[config.mk]
export PLATFORM = sky130hd
export DESIGN_NAME = touch_tap_classifier_flat
export DESIGN_NICKNAME = d
export VERILOG_FILES = /design/src/sv/ttc_pkg.sv /design/src/sv/ttc_in_if.sv /design/src/sv/ttc_out_if.sv /design/src/sv/ttc_cfg_if.sv /design/src/sv/ttc_cfg_regs.sv /design/src/sv/touch_tap_classifier.sv /design/src/flat_wrapper.sv
export VERILOG_INCLUDE_DIRS = /design/src /design/src/sv
export SDC_FILE = /design/constraint.sdc
export NUM_CORES = 1
export LEC_CHECK = 0
export ABC_AREA = 1
export BUFFER_PORTS_ARGS = -buffer_cell sky130_fd_sc_hd__clkbuf_2
export CAP_MARGIN = 20
export CORE_ASPECT_RATIO = 0.8
export CORE_MARGIN = 8
export CORE_UTILIZATION = 30
export DETAILED_ROUTE_END_ITERATION = 6
export MAX_ROUTING_LAYER = met4
export SETUP_SLACK_MARGIN = 0.4
export SYNTH_ARGS = -nofsm -noshare
export SYNTH_HDL_FRONTEND = slang
export SYNTH_SLANG_ARGS = --single-unit
[constraint.sdc]
create_clock -name clk -period 4.3 [get_ports clk]
set_input_delay 1.075 -clock clk [delete_from_list [all_inputs] [get_ports clk]]
set_output_delay 1.075 -clock clk [all_outputs]
set_load 0.05 [all_outputs]
[src/sv/touch_tap_classifier_defines.svh]
// ----------------------------------------------------------------------------
// Touch tap classifier - assertion macros
// Shared concurrent assertion forms, sampled on clk and idle during reset.
// ----------------------------------------------------------------------------
`ifndef TOUCH_TAP_CLASSIFIER_DEFINES_SVH
`define TOUCH_TAP_CLASSIFIER_DEFINES_SVH

// Same-cycle implication.
`define TTC_ASSERT_IMP(lbl, ante, cons, msg) \
  lbl: assert property (@(posedge clk) disable iff (!rst_n) (ante) |-> (cons)) \
    else $error(msg);

// Next-cycle implication.
`define TTC_ASSERT_NXT(lbl, ante, cons, msg) \
  lbl: assert property (@(posedge clk) disable iff (!rst_n) (ante) |=> (cons)) \
    else $error(msg);

`endif

[src/sv/ttc_pkg.sv]
// ----------------------------------------------------------------------------
// Touch tap classifier package
// Item types, register indexes, phase and gesture codes, mirror function.
// ----------------------------------------------------------------------------
package ttc_pkg;

  localparam int unsigned COORD_W   = 12;
  localparam int unsigned TICK_W    = 32;
  localparam int unsigned CFG_IDX_W = 3;
  localparam int unsigned CFG_DAT_W = 32;

  // Touch phase codes
  localparam logic [1:0] PH_NONE    = 2'd0;
  localparam logic [1:0] PH_START   = 2'd1;
  localparam logic [1:0] PH_RUNNING = 2'd2;
  localparam logic [1:0] PH_ENDED   = 2'd3;

  // Gesture codes
  localparam logic [1:0] G_NONE = 2'd0;
  localparam logic [1:0] G_TAP  = 2'd1;
  localparam logic [1:0] G_LONG = 2'd2;

  // Register indexes
  localparam logic [CFG_IDX_W-1:0] REG_INVERT_X      = 3'd0;
  localparam logic [CFG_IDX_W-1:0] REG_INVERT_Y      = 3'd1;
  localparam logic [CFG_IDX_W-1:0] REG_SCREEN_WIDTH  = 3'd2;
  localparam logic [CFG_IDX_W-1:0] REG_SCREEN_HEIGHT = 3'd3;
  localparam logic [CFG_IDX_W-1:0] REG_TAP_LIMIT     = 3'd4;
  localparam logic [CFG_IDX_W-1:0] REG_LONG_LIMIT    = 3'd5;
  localparam logic [CFG_IDX_W-1:0] REG_INVALID_LIMIT = 3'd6;

  typedef struct packed {
    logic               touched;
    logic [COORD_W-1:0] raw_x;
    logic [COORD_W-1:0] raw_y;
    logic [TICK_W-1:0]  now_tick;
  } in_item_t;

  typedef struct packed {
    logic               event_valid;
    logic [1:0]         touch_state;
    logic [COORD_W-1:0] pos_x;
    logic [COORD_W-1:0] pos_y;
    logic [1:0]         gesture;
  } out_item_t;

  typedef struct packed {
    logic               invert_x;
    logic               invert_y;
    logic [COORD_W-1:0] screen_width;
    logic [COORD_W-1:0] screen_height;
    logic [TICK_W-1:0]  tap_limit;
    logic [TICK_W-1:0]  long_limit;
    logic [TICK_W-1:0]  invalid_limit;
  } cfg_t;

  // Absolute distance from the screen edge when enabled.
  function automatic logic [COORD_W-1:0] mirror(input logic               enable,
                                                input logic [COORD_W-1:0] size,
                                                input logic [COORD_W-1:0] coord);
    logic [COORD_W-1:0] res;
    if (!enable) begin
      res = coord;
    end else if (size >= coord) begin
      res = size - coord;
    end else begin
      res = coord - size;
    end
    return res;
  endfunction

endpackage

[src/sv/ttc_in_if.sv]
// ----------------------------------------------------------------------------
// Touch poll channel
// Valid/ready channel carrying one panel poll per transfer.
// ----------------------------------------------------------------------------
interface ttc_in_if;
  logic              valid;
  logic              ready;
  ttc_pkg::in_item_t data;

  modport source (output valid, output data, input ready);
  modport sink   (input valid, input data, output ready);
endinterface

[src/sv/ttc_out_if.sv]
// ----------------------------------------------------------------------------
// Touch result channel
// Valid/ready channel carrying one classified result per transfer.
// ----------------------------------------------------------------------------
interface ttc_out_if;
  logic               valid;
  logic               ready;
  ttc_pkg::out_item_t data;

  modport source (output valid, output data, input ready);
  modport sink   (input valid, input data, output ready);
endinterface

[src/sv/ttc_cfg_if.sv]
// ----------------------------------------------------------------------------
// Configuration write channel
// Valid/ready channel carrying a register index and write data.
// ----------------------------------------------------------------------------
interface ttc_cfg_if;
  logic                               valid;
  logic                               ready;
  logic [ttc_pkg::CFG_IDX_W-1:0]      index;
  logic [ttc_pkg::CFG_DAT_W-1:0]      data;

  modport source (output valid, output index, output data, input ready);
  modport sink   (input valid, input index, input data, output ready);
endinterface

[src/sv/ttc_cfg_regs.sv]
// ----------------------------------------------------------------------------
// Touch tap classifier configuration registers
// Holds the mirroring and timing registers; writes to unknown indexes drop.
// ----------------------------------------------------------------------------
module ttc_cfg_regs (
  input  logic          clk,
  input  logic          rst_n,
  ttc_cfg_if.sink       cfg_ch,
  output ttc_pkg::cfg_t cfg
);

  ttc_pkg::cfg_t cfg_r;

  assign cfg_ch.ready = 1'b1;
  assign cfg          = cfg_r;

  always_ff @(posedge clk) begin
    if (!rst_n) begin
      cfg_r.invert_x      <= 1'b0;
      cfg_r.invert_y      <= 1'b0;
      cfg_r.screen_width  <= 12'd320;
      cfg_r.screen_height <= 12'd240;
      cfg_r.tap_limit     <= 32'd300;
      cfg_r.long_limit    <= 32'd800;
      cfg_r.invalid_limit <= 32'd5000;
    end else if (cfg_ch.valid) begin
      case (cfg_ch.index)
        ttc_pkg::REG_INVERT_X:      cfg_r.invert_x      <= cfg_ch.data[0];
        ttc_pkg::REG_INVERT_Y:      cfg_r.invert_y      <= cfg_ch.data[0];
        ttc_pkg::REG_SCREEN_WIDTH:  cfg_r.screen_width  <= cfg_ch.data[ttc_pkg::COORD_W-1:0];
        ttc_pkg::REG_SCREEN_HEIGHT: cfg_r.screen_height <= cfg_ch.data[ttc_pkg::COORD_W-1:0];
        ttc_pkg::REG_TAP_LIMIT:     cfg_r.tap_limit     <= cfg_ch.data[ttc_pkg::TICK_W-1:0];
        ttc_pkg::REG_LONG_LIMIT:    cfg_r.long_limit    <= cfg_ch.data[ttc_pkg::TICK_W-1:0];
        ttc_pkg::REG_INVALID_LIMIT: cfg_r.invalid_limit <= cfg_ch.data[ttc_pkg::TICK_W-1:0];
        default: begin
        end
      endcase
    end
  end

endmodule

[src/sv/touch_tap_classifier.sv]
// ----------------------------------------------------------------------------
// Touch tap classifier
// Tracks a press through none/start/running/ended and reports tap or long
// press from the press duration, one result per panel poll.
// ----------------------------------------------------------------------------
//  Channel  Dir  Transfer carries
//  in_ch    in   touched, raw_x, raw_y, now_tick
//  out_ch   out  event_valid, touch_state, pos_x, pos_y, gesture
//  cfg_ch   in   register index, 32-bit write data
//
//  One poll per cycle sustained while out_ch is ready; a poll passes the
//  input register, then classify logic into the result register.
//  Touch state updates as a poll moves into the result register.
//  A held result stalls the input register; ready passes back combinationally.
//  rst_n is synchronous: clears phase, position, start tick and valid flags.
// ----------------------------------------------------------------------------
`include "touch_tap_classifier_defines.svh"

module touch_tap_classifier (
  input  logic      clk,
  input  logic      rst_n,
  ttc_in_if.sink    in_ch,
  ttc_out_if.source out_ch,
  ttc_cfg_if.sink   cfg_ch
);

  ttc_pkg::cfg_t      cfg;

  logic               in_valid_r;
  ttc_pkg::in_item_t  in_data_r;
  logic               out_valid_r;
  ttc_pkg::out_item_t out_data_r;
  ttc_pkg::out_item_t out_data_nxt;

  logic [1:0]                  phase_r, phase_nxt;
  logic [ttc_pkg::COORD_W-1:0] last_x_r, last_x_nxt;
  logic [ttc_pkg::COORD_W-1:0] last_y_r, last_y_nxt;
  logic [ttc_pkg::TICK_W-1:0]  start_tick_r, start_tick_nxt;

  logic                        advance;
  logic                        evt;
  logic [ttc_pkg::TICK_W-1:0]  dur;
  logic [1:0]                  gest;

  ttc_cfg_regs u_cfg_regs (
    .clk    (clk),
    .rst_n  (rst_n),
    .cfg_ch (cfg_ch),
    .cfg    (cfg)
  );

  // Move the staged poll on when the result slot is free or being taken.
  assign advance      = !out_valid_r || out_ch.ready;
  assign in_ch.ready  = !in_valid_r || advance;
  assign out_ch.valid = out_valid_r;
  assign out_ch.data  = out_data_r;

  always_comb begin
    phase_nxt      = phase_r;
    last_x_nxt     = last_x_r;
    last_y_nxt     = last_y_r;
    start_tick_nxt = start_tick_r;
    evt            = 1'b0;
    gest           = ttc_pkg::G_NONE;

    if (in_data_r.touched) begin
      case (phase_r)
        ttc_pkg::PH_NONE:  phase_nxt = ttc_pkg::PH_START;
        ttc_pkg::PH_ENDED: phase_nxt = ttc_pkg::PH_NONE;
        default:           phase_nxt = ttc_pkg::PH_RUNNING;
      endcase
      last_x_nxt = ttc_pkg::mirror(cfg.invert_x, cfg.screen_width, in_data_r.raw_x);
      last_y_nxt = ttc_pkg::mirror(cfg.invert_y, cfg.screen_height, in_data_r.raw_y);
      evt        = 1'b1;
    end else begin
      case (phase_r)
        ttc_pkg::PH_START,
        ttc_pkg::PH_RUNNING: phase_nxt = ttc_pkg::PH_ENDED;
        default:             phase_nxt = ttc_pkg::PH_NONE;
      endcase
      evt = (phase_nxt != phase_r);
    end

    if (evt && phase_nxt == ttc_pkg::PH_START) begin
      start_tick_nxt = in_data_r.now_tick;
    end

    dur = in_data_r.now_tick - start_tick_nxt;

    if (phase_nxt == ttc_pkg::PH_ENDED && dur < cfg.invalid_limit) begin
      if (dur < cfg.tap_limit) begin
        gest = ttc_pkg::G_TAP;
      end else if (dur > cfg.long_limit) begin
        gest = ttc_pkg::G_LONG;
      end
    end

    out_data_nxt = '0;
    if (evt) begin
      out_data_nxt.event_valid = 1'b1;
      out_data_nxt.touch_state = phase_nxt;
      out_data_nxt.pos_x       = last_x_nxt;
      out_data_nxt.pos_y       = last_y_nxt;
      out_data_nxt.gesture     = gest;
    end
  end

  always_ff @(posedge clk) begin
    if (!rst_n) begin
      in_valid_r   <= 1'b0;
      out_valid_r  <= 1'b0;
      phase_r      <= ttc_pkg::PH_NONE;
      last_x_r     <= '0;
      last_y_r     <= '0;
      start_tick_r <= '0;
    end else begin
      if (in_ch.ready) begin
        in_valid_r <= in_ch.valid;
      end
      if (advance) begin
        out_valid_r <= in_valid_r;
      end
      // Commit state only when the poll leaves the input register.
      if (advance && in_valid_r) begin
        phase_r      <= phase_nxt;
        last_x_r     <= last_x_nxt;
        last_y_r     <= last_y_nxt;
        start_tick_r <= start_tick_nxt;
      end
    end
  end

  always_ff @(posedge clk) begin
    if (in_ch.ready) begin
      in_data_r <= in_ch.data;
    end
    if (advance && in_valid_r) begin
      out_data_r <= out_data_nxt;
    end
  end

  `TTC_ASSERT_IMP(a_no_event_zero, out_valid_r && !out_data_r.event_valid, out_data_r == '0, "non-event result carries data")
  `TTC_ASSERT_IMP(a_gesture_on_end, out_valid_r && out_data_r.gesture != ttc_pkg::G_NONE, out_data_r.touch_state == ttc_pkg::PH_ENDED, "gesture outside ended phase")
  `TTC_ASSERT_IMP(a_state_matches, out_valid_r && out_data_r.event_valid, out_data_r.touch_state == phase_r, "reported state differs from phase")
  `TTC_ASSERT_IMP(a_stall_source, !in_ch.ready, out_valid_r && in_valid_r, "input stalled with free pipeline")

endmodule
[src/flat_wrapper.sv]
// flat-port wrapper written by rule: the top's interface ports become plain ports
module touch_tap_classifier_flat 
  (clk, rst_n, in_ch_valid, in_ch_data, in_ch_ready, out_ch_valid, out_ch_data, out_ch_ready, cfg_ch_valid, cfg_ch_index, cfg_ch_data, cfg_ch_ready);
  ttc_in_if in_ch_i ();
  ttc_out_if out_ch_i ();
  ttc_cfg_if cfg_ch_i ();
  input  logic clk;
  input  logic rst_n;
  input wire logic [$bits(in_ch_i.valid)-1:0] in_ch_valid;
  input wire logic [$bits(in_ch_i.data)-1:0] in_ch_data;
  output wire logic [$bits(in_ch_i.ready)-1:0] in_ch_ready;
  output wire logic [$bits(out_ch_i.valid)-1:0] out_ch_valid;
  output wire logic [$bits(out_ch_i.data)-1:0] out_ch_data;
  input wire logic [$bits(out_ch_i.ready)-1:0] out_ch_ready;
  input wire logic [$bits(cfg_ch_i.valid)-1:0] cfg_ch_valid;
  input wire logic [$bits(cfg_ch_i.index)-1:0] cfg_ch_index;
  input wire logic [$bits(cfg_ch_i.data)-1:0] cfg_ch_data;
  output wire logic [$bits(cfg_ch_i.ready)-1:0] cfg_ch_ready;
  assign in_ch_i.valid = in_ch_valid;
  assign in_ch_i.data = in_ch_data;
  assign in_ch_ready = in_ch_i.ready;
  assign out_ch_valid = out_ch_i.valid;
  assign out_ch_data = out_ch_i.data;
  assign out_ch_i.ready = out_ch_ready;
  assign cfg_ch_i.valid = cfg_ch_valid;
  assign cfg_ch_i.index = cfg_ch_index;
  assign cfg_ch_i.data = cfg_ch_data;
  assign cfg_ch_ready = cfg_ch_i.ready;
  touch_tap_classifier u_core (.clk(clk), .rst_n(rst_n), .in_ch(in_ch_i), .out_ch(out_ch_i), .cfg_ch(cfg_ch_i));
endmodule
# Word-level counts from Yosys, hierarchy flattened
# Index checks and enable logic that the tools add are counted.
[classes]
n_addsub = 5
n_lt_le_gt_ge = 5
n_eq_ne = 12
muxes = 16
bitwise_logic = 2
n_reduce_logical = 19
[ops]
columns = ["operator", "count"]
rows = [
  ["12-bit two-way mux", 6],
  ["32-bit less-than comparator", 2],
  ["12-bit subtractor", 4],
  ["32-bit greater-than comparator", 1],
  ["32-bit two-way mux", 1],
  ["32-bit subtractor", 1],
  ["29-bit two-way mux", 1],
  ["12-bit greater-or-equal comparator", 2],
  ["2-bit AND reduction", 8],
  ["2-bit two-way mux", 6],
  ["3-bit equality test, second input constant", 3],
  ["2-bit equality test, second input constant", 3],
  ["3-bit by 2-bit equality test with 1-bit output, second input constant", 2],
  ["2-bit by 1-bit equality test with 1-bit output, second input constant", 2],
  ["2-bit case mux with 2 select lines", 1],
  ["3-bit by 1-bit equality test with 1-bit output, second input constant", 1],
  ["1-bit logical AND", 3],
  ["3-bit zero test", 1],
  ["3-bit OR reduction", 1],
  ["1-bit zero test", 2],
  ["2-bit zero test", 1],
  ["1-bit logical OR", 2],
  ["2-bit != test", 1],
  ["1-bit inverter", 2],
  ["other kinds (2)", 2],
]
[word_totals]
ff_bits = 268
in_bits = 97
out_inout_bits = 32
elab_cells = 82

# Logic depth before layout (Yosys ltp)
[depth]
depth_word = 14
depth_mapped = 33
mapped_depth_nobuf = 31

# Modules after synthesis
# A second synthesis with hierarchy kept.
[hier_totals]
cells_unflattened = 2539
hier_area_um2 = 17895.9
[by_module_without_submodules]
columns = ["module", "instances", "cells_per_inst", "area_each_um2"]
rows = [
  ["touch_tap_classifier", 1, 1841, 13065.0],
  ["ttc_cfg_regs", 1, 698, 4830.9],
]

# Least setup slack after synthesis
# OpenSTA, ideal clock, no wires.
[synth_timing]
path_kind = "reg2reg"
startpoint = "register u_core.phase_r[0]"
endpoint = "register u_core.out_data_r, in the netlist u_core.out_ch.data[1] (data pin)"
setup_ns = 0.254
arrival_time_ns = 3.797
required_ns = 4.046
path_slack_ns = 0.248
stages_incl_launch_ff = 30
n_path_buf = 2
period_less_slack_ns = 4.052
path_cell_list = "dfxtp_1 -> inv_1 -> ha_1 -> inv_2 -> nand3_4 -> buf_2 -> clkbuf_1 -> nand2_1 -> o21ai_0 -> ha_1 -> inv_1 -> fa_1 -> nand3_1 -> nand2_1 -> nand4_1 -> nand2_1 -> nand2_1 -> nand2_2 -> nand2_1 -> nand2_2 -> nand3_1 -> nand2_1 -> nand2_1 -> nand2_1 -> ha_1 -> nand4_1 -> nor4_1 -> nand4_1 -> nand3_1 -> nor2_1"
[synth_via]
elab_chain_cells = 13
elab_cells_between_ends = 24
[synth_rtl]
columns = ["element", "line", "text"]
rows = [
  ["start, declared", "touch_tap_classifier.sv:35", "logic [1:0] phase_r, phase_nxt;"],
  ["start signal, assigned", "touch_tap_classifier.sv:112", "phase_r <= ttc_pkg::PH_NONE;"],
  ["start signal, assigned", "touch_tap_classifier.sv:125", "phase_r <= phase_nxt;"],
  ["2-bit by 1-bit equality test with 1-bit output / 2-bit equality test (equally long branches)", "touch_tap_classifier.sv:76", "case (phase_r)"],
  ["2-bit OR reduction", "touch_tap_classifier.sv:76", ""],
  ["2-bit two-way mux", "touch_tap_classifier.sv:76", ""],
  ["2-bit two-way mux", "touch_tap_classifier.sv:66", "if (in_data_r.touched) begin"],
  ["2-bit two-way mux (*)", "touch_tap_classifier.sv:66", ""],
  ["named net u_core.phase_nxt[1]", "touch_tap_classifier.sv:35", ""],
  ["2-bit by 1-bit equality test with 1-bit output (*)", "touch_tap_classifier.sv:84", "if (evt && phase_nxt == ttc_pkg::PH_START) begin"],
  ["1-bit logical AND (*)", "touch_tap_classifier.sv:84", ""],
  ["32-bit two-way mux (*)", "touch_tap_classifier.sv:84", ""],
  ["named net u_core.start_tick_nxt, one bit", "touch_tap_classifier.sv:38", "logic [ttc_pkg::TICK_W-1:0] start_tick_r, start_tick_nxt;"],
  ["32-bit subtractor (*)", "touch_tap_classifier.sv:88", "dur = in_data_r.now_tick - start_tick_nxt;"],
  ["32-bit less-than comparator", "touch_tap_classifier.sv:90", "if (phase_nxt == ttc_pkg::PH_ENDED && dur < cfg.invalid_limit) begin"],
  ["1-bit logical AND", "touch_tap_classifier.sv:90", ""],
  ["1-bit inverter (no line)", "n/a", ""],
  ["3-bit OR reduction (no line)", "n/a", ""],
  ["end signal, assigned", "touch_tap_classifier.sv:138", "out_data_r <= out_data_nxt;"],
  ["end, declared", "touch_tap_classifier.sv:32", "ttc_pkg::out_item_t out_data_r;"],
]
# Mark *: on every way through the listed nets, which the timed path passes. The rest lies on a longest branch. The select of a mux whose other input is x is not followed.
# A chain may end at the register's enable or synchronous reset.

# Worst setup path in the final report
[layout_timing]
startpoint = "register u_core.phase_r[0]"
endpoint = "register u_core.out_data_r, in the netlist u_core.out_ch.data[1] (data pin)"
[layout_via]
elab_chain_cells = 13
elab_cells_between_ends = 24
[layout_rtl]
columns = ["element", "line"]
rows = [
  ["2-bit by 1-bit equality test with 1-bit output / 2-bit equality test (equally long branches)", "touch_tap_classifier.sv:76"],
  ["2-bit OR reduction", "touch_tap_classifier.sv:76"],
  ["2-bit two-way mux", "touch_tap_classifier.sv:76"],
  ["2-bit two-way mux", "touch_tap_classifier.sv:66"],
  ["2-bit two-way mux (*)", "touch_tap_classifier.sv:66"],
  ["named net u_core.phase_nxt[1]", "touch_tap_classifier.sv:35"],
  ["2-bit by 1-bit equality test with 1-bit output", "touch_tap_classifier.sv:84"],
  ["1-bit logical AND", "touch_tap_classifier.sv:84"],
  ["32-bit two-way mux", "touch_tap_classifier.sv:84"],
  ["32-bit subtractor", "touch_tap_classifier.sv:88"],
  ["32-bit less-than comparator", "touch_tap_classifier.sv:90"],
  ["1-bit logical AND", "touch_tap_classifier.sv:90"],
  ["1-bit inverter (no line)", "n/a"],
  ["3-bit OR reduction (no line)", "n/a"],
]
# Marked as above.

==> flow_results.xml <==
<?xml version="1.0" encoding="UTF-8"?>
<metrics>
  <group name="finish">
    <metric name="layout.cells.most_common_list" unit="">nand2_1 (435), inv_1 (374), a21oi_1 (288)</metric>
    <metric name="multi_input_gate_area_in_the_final_layout" unit="um2">9450</metric>
    <metric name="post_route_cells_drive_above_1_share" unit="%">15.9</metric>
    <metric name="areaGrowthSynthToFinish" unit="%">19.5</metric>
    <metric name="finalNetCount" unit="">2753</metric>
    <metric name="final-seq-area" unit="um2">6230</metric>
    <metric name="mostFrequentLayoutCell" unit="">nand2_1</metric>
    <metric name="finalInstanceArea" unit="um2">20500</metric>
    <metric name="fillers" unit="">6031</metric>
    <metric name="non_filler_instance_count_after_layout" unit="">3266</metric>
  </group>
  <group name="setup_path">
    <metric name="critPathKind" unit="">flip-flop to flip-flop</metric>
    <metric name="r2r_start" unit="">u_core.phase_r[0]</metric>
    <metric name="worst-endpoint-required" unit="ns">4.65</metric>
    <metric name="endpoint_kind" unit="">flip-flop</metric>
    <metric name="critical_path_arrival" unit="ns">4.45</metric>
    <metric name="timing.rr.end" unit="">u_core.out_ch.data[1]</metric>
    <metric name="cp_num_buf_inv" unit="">5</metric>
    <metric name="maximum_fanout_count_along_the_critical_path" unit="">17</metric>
    <metric name="critical_path.top_delay_family" unit="">simple AND/OR/NAND/NOR gates</metric>
    <metric name="slowest_delay" unit="ns">0.36</metric>
    <metric name="r2r_slack" unit="ns">0.19</metric>
    <metric name="cell_by_cell_listing_of_the_critical_path" unit="">inv_1 -&gt; ha_1 -&gt; inv_2 -&gt; nand3_4 -&gt; buf_12 -&gt; buf_16 -&gt; a21oi_1 -&gt; ha_2 -&gt; a21oi_1 -&gt; o21ai_0 -&gt; a21oi_1 -&gt; nand3_1 -&gt; xor2_1 -&gt; buf_4 -&gt; ha_1 -&gt; nand2_1 -&gt; nor2_2 -&gt; nand2_1 -&gt; nor4_4 -&gt; nand4_1 -&gt; nand3_1 -&gt; nor2_1</metric>
    <metric name="critPathMostFrequentCell" unit="">a21oi_1</metric>
    <metric name="setup.worst_path.start_class" unit="">flip-flop</metric>
    <metric name="timing.critical_path.slowest_stage_cell" unit="">ha_2</metric>
    <metric name="worst-r2r-cell-count" unit="">22</metric>
  </group>
  <group name="grt">
    <metric name="grt_start_max_net_pins" unit="">78</metric>
    <metric name="grtUsageTotal" unit="%">15.6</metric>
    <metric name="grt_overflow_total" unit="">0</metric>
    <metric name="first_pass_grt_wire_length" unit="mm">80.8</metric>
    <metric name="grt_antenna_before_repair" unit="">3</metric>
    <metric name="grt_pass1_vias" unit="">14400</metric>
  </group>
  <group name="pwr">
    <metric name="max-vdd-ir-drop" unit="mV">0.297</metric>
    <metric name="p_per_area" unit="nW/um2">398</metric>
    <metric name="reported_leakage_power" unit="nW">9.47</metric>
    <metric name="post-layout-total-power" unit="mW">8.14</metric>
  </group>
  <group name="sta">
    <metric name="fin_worst_skew" unit="ns">0.0310</metric>
    <metric name="final_hold_violation_count" unit="">0</metric>
    <metric name="rsz_0062_raised_after_global_routing" unit="">yes</metric>
    <metric name="worst_slew_margin_rel" unit="%">35.4</metric>
    <metric name="holdWs" unit="ns">0.463</metric>
    <metric name="timing.fmax" unit="GHz">0.244</metric>
    <metric name="timing_worst_slew_pin_value" unit="ns">0.964</metric>
    <metric name="number_of_max_slew_violations_in_the_final_report" unit="">0</metric>
    <metric name="period_needed" unit="ns">4.11</metric>
    <metric name="slack_of_the_critical_path" unit="ns">0.194</metric>
    <metric name="setup_viol_count_final" unit="">0</metric>
    <metric name="min_period_over_period" unit="%">95.5</metric>
  </group>
  <group name="drt">
    <metric name="postRouteAntennaNets" unit="">0</metric>
    <metric name="wl_per_cell" unit="um">15.6</metric>
    <metric name="detail_route.first_pass.iterations" unit="">5</metric>
    <metric name="drc_errors" unit="">0</metric>
    <metric name="drt_total_wl" unit="mm">51.1</metric>
    <metric name="routed_via_density" unit="">4.66</metric>
    <metric name="via_count" unit="">15200</metric>
    <metric name="drtIter0Drc" unit="">1063</metric>
  </group>
  <group name="floorplanning">
    <metric name="row_count" unit="">78</metric>
    <metric name="floorplan.io_pins" unit="">129</metric>
    <metric name="die_x" unit="um">283</metric>
    <metric name="die-height" unit="um">230</metric>
    <metric name="effective_utilization_at_floorplan" unit="%">30.2</metric>
    <metric name="core" unit="um2">56600</metric>
    <metric name="die_area" unit="um2">65000</metric>
  </group>
  <group name="clocking">
    <metric name="cts.htree.levels" unit="">1</metric>
    <metric name="worstSkewPairLatency" unit="ns">0.59</metric>
    <metric name="tritoncts_num_sinks" unit="">268</metric>
    <metric name="cts_made_buffers" unit="">31</metric>
    <metric name="clock_tree.root_cell" unit="">clkbuf_16</metric>
    <metric name="clockBufferDepth" unit="">3</metric>
    <metric name="worst_setup_hold_path_clk_slew" unit="ns">0.06</metric>
    <metric name="tritoncts" unit="">built</metric>
    <metric name="post_cts_hold_buffer_count" unit="">0</metric>
  </group>
  <group name="min_path">
    <metric name="worst_hold_path.endpoint" unit="">u_core.u_cfg_regs.cfg[15]</metric>
    <metric name="holdCritStartpoint" unit="">u_core.u_cfg_regs.cfg[15]</metric>
    <metric name="whs_path_depth" unit="">2</metric>
    <metric name="holdCritPathClass" unit="">flip-flop to flip-flop</metric>
  </group>
  <group name="logic_synthesis">
    <metric name="postSynthCellCount" unit="">2323</metric>
    <metric name="mappedNetlistArea" unit="um2">17100</metric>
    <metric name="post_synth_mux_area_share" unit="%">0.234</metric>
    <metric name="ys_ff_latch" unit="">268</metric>
    <metric name="syn_area_per_cell" unit="um2">7.37</metric>
    <metric name="proportion_of_register_bits_with_asynchronous_set_or_reset_after_synthesis" unit="%">0</metric>
    <metric name="synth-edff-count" unit="">86</metric>
    <metric name="dominantRegCellSynth" unit="">dfxtp_1</metric>
    <metric name="synth_area_in_compound_gates" unit="%">17.3</metric>
    <metric name="synth_simple_gate_area_share" unit="%">19.9</metric>
    <metric name="synthesis.nets" unit="">2597</metric>
    <metric name="yosys.cell_types.count" unit="">49</metric>
    <metric name="synth-warning-count" unit="">0</metric>
    <metric name="synthXorXnorAreaFrac" unit="%">2.15</metric>
    <metric name="synth_top_family_by_area" unit="">simple AND/OR/NAND/NOR gates</metric>
    <metric name="synth-seq-area-share" unit="%">36.4</metric>
    <metric name="synth_fa_ha_area_share" unit="%">13.2</metric>
  </group>
  <group name="placed_design">
    <metric name="post-dp-hpwl" unit="mm">38.8</metric>
    <metric name="io_buffers" unit="">127</metric>
    <metric name="dpl-instance-area" unit="um2">18800</metric>
    <metric name="place_ws" unit="ns">0.0534</metric>
    <metric name="gpl.final_weighted_congestion" unit="">0.949</metric>
    <metric name="post-place-cells" unit="">3183</metric>
  </group>
  <group name="flow_run">
    <metric name="max-cap-violations" unit="">0</metric>
  </group>
  <group name="status">
    <metric name="run_status" unit="">completed</metric>
  </group>
</metrics>
==> flip-flops by register name, indices dropped and copies added (netlist names) <==
signal / cells
u_core.out_ch.data: 29
u_core.out_ch.valid: 1
u_core.last_y_r: 12
u_core.in_data_r: 57
u_core.last_x_r: 12
u_core.u_cfg_regs.cfg: 122
u_core.phase_r: 2
u_core.start_tick_r: 32
u_core.in_valid_r: 1
==> cell families after synthesis <==
kind of cell / Yosys count
other: 1
multiplexers: 4
adder cells (fa/ha/maj): 177
AND/OR/NAND/NOR: 798
XOR/XNOR: 42
flip-flops: 268
AO/OA/AOI/OAI: 557
buffers and inverters: 476
==> per-stage QoR <==
stage          setup TNS [ns]  util [%]
2_1_floorplan               0         -
3_3_place_gp          -0.0397      33.2
3_5_place_dp                0      33.2
4_1_cts                     0      35.7
5_1_grt                -0.106      36.1
6_report                    0      36.1
==> tightest hold or removal path, delay by kind of cell, from the launching register on <==
family                 cells  cell delay (ns)
AOI/OAI and AO/OA          1             0.06
DFF                        1             0.30
buffers and inverters      1             0.06
==> report_power, final <==
part           switching [mW]  internal [mW]  leakage, nW
logic                    1.59          0.987         6.60
clock network            1.10           1.65        0.504
registers              0.0691           2.74         2.36
total                    2.76           5.38         9.47
==> layer usage <==
metal / wire length, um / global-route usage, % / up-vias
met5: 0 / - / -
met4: 981 / 2.92 / 0
met3: 2680 / 2.71 / 60
met2: 20500 / 22.1 / 363
met1: 26900 / 23.1 / 6879
li1: - / - / 7932
==> repair_timing <==
action / in CTS / in global routing
endpoints found under the setup margin: 2 / 2
setup buffers: 15 / 5
pin swaps: 21 / 14
resized for setup: 55 / 44
cloned: 1 / 2
==> synth_stat cells (18+ instances only) <==
master | n | area [um2]
nand4_1 | 34 | 213
xor2_1 | 32 | 280
buf_2 | 18 | 90.1
inv_1 | 381 | 1430
ha_1 | 172 | 2150
nand2_1 | 453 | 1700
clkbuf_1 | 46 | 173
dfxtp_1 | 182 | 3640
nor2_1 | 153 | 574
edfxtp_1 | 86 | 2580
nand3_1 | 100 | 500
nor3_1 | 18 | 90.1
a21oi_1 | 309 | 1550
o211ai_1 | 23 | 173
o21ai_0 | 183 | 916
==> cell type report <==
class	instances	share of cell area, %
antenna	2	0.0245
tap	760	4.65
multi-input combinational	1580	46.2
timing repair buffer	203	6.31
inverter	395	7.25
sequential	268	30.4
clock buffer	42	4.04
clock inverter	16	1.09
==> worst max-delay path by stage <==
stage	cells past startpoint	from	slack, ns	to
after CTS	25	u_core.phase_r[0]	0.33	u_core.out_ch.data[1]
final	22	u_core.phase_r[0]	0.19	u_core.out_ch.data[1]
after floorplan	29	u_core.phase_r[0]	0.40	u_core.out_ch.data[1]
after global placement	25	u_core.phase_r[0]	-0.03	u_core.out_ch.data[0]
after global routing	27	u_core.phase_r[0]	-0.1	u_core.out_ch.data[1]
after detailed placement	25	u_core.phase_r[0]	0.05	u_core.out_ch.data[1]
Power figures use the tool's default switching activity.
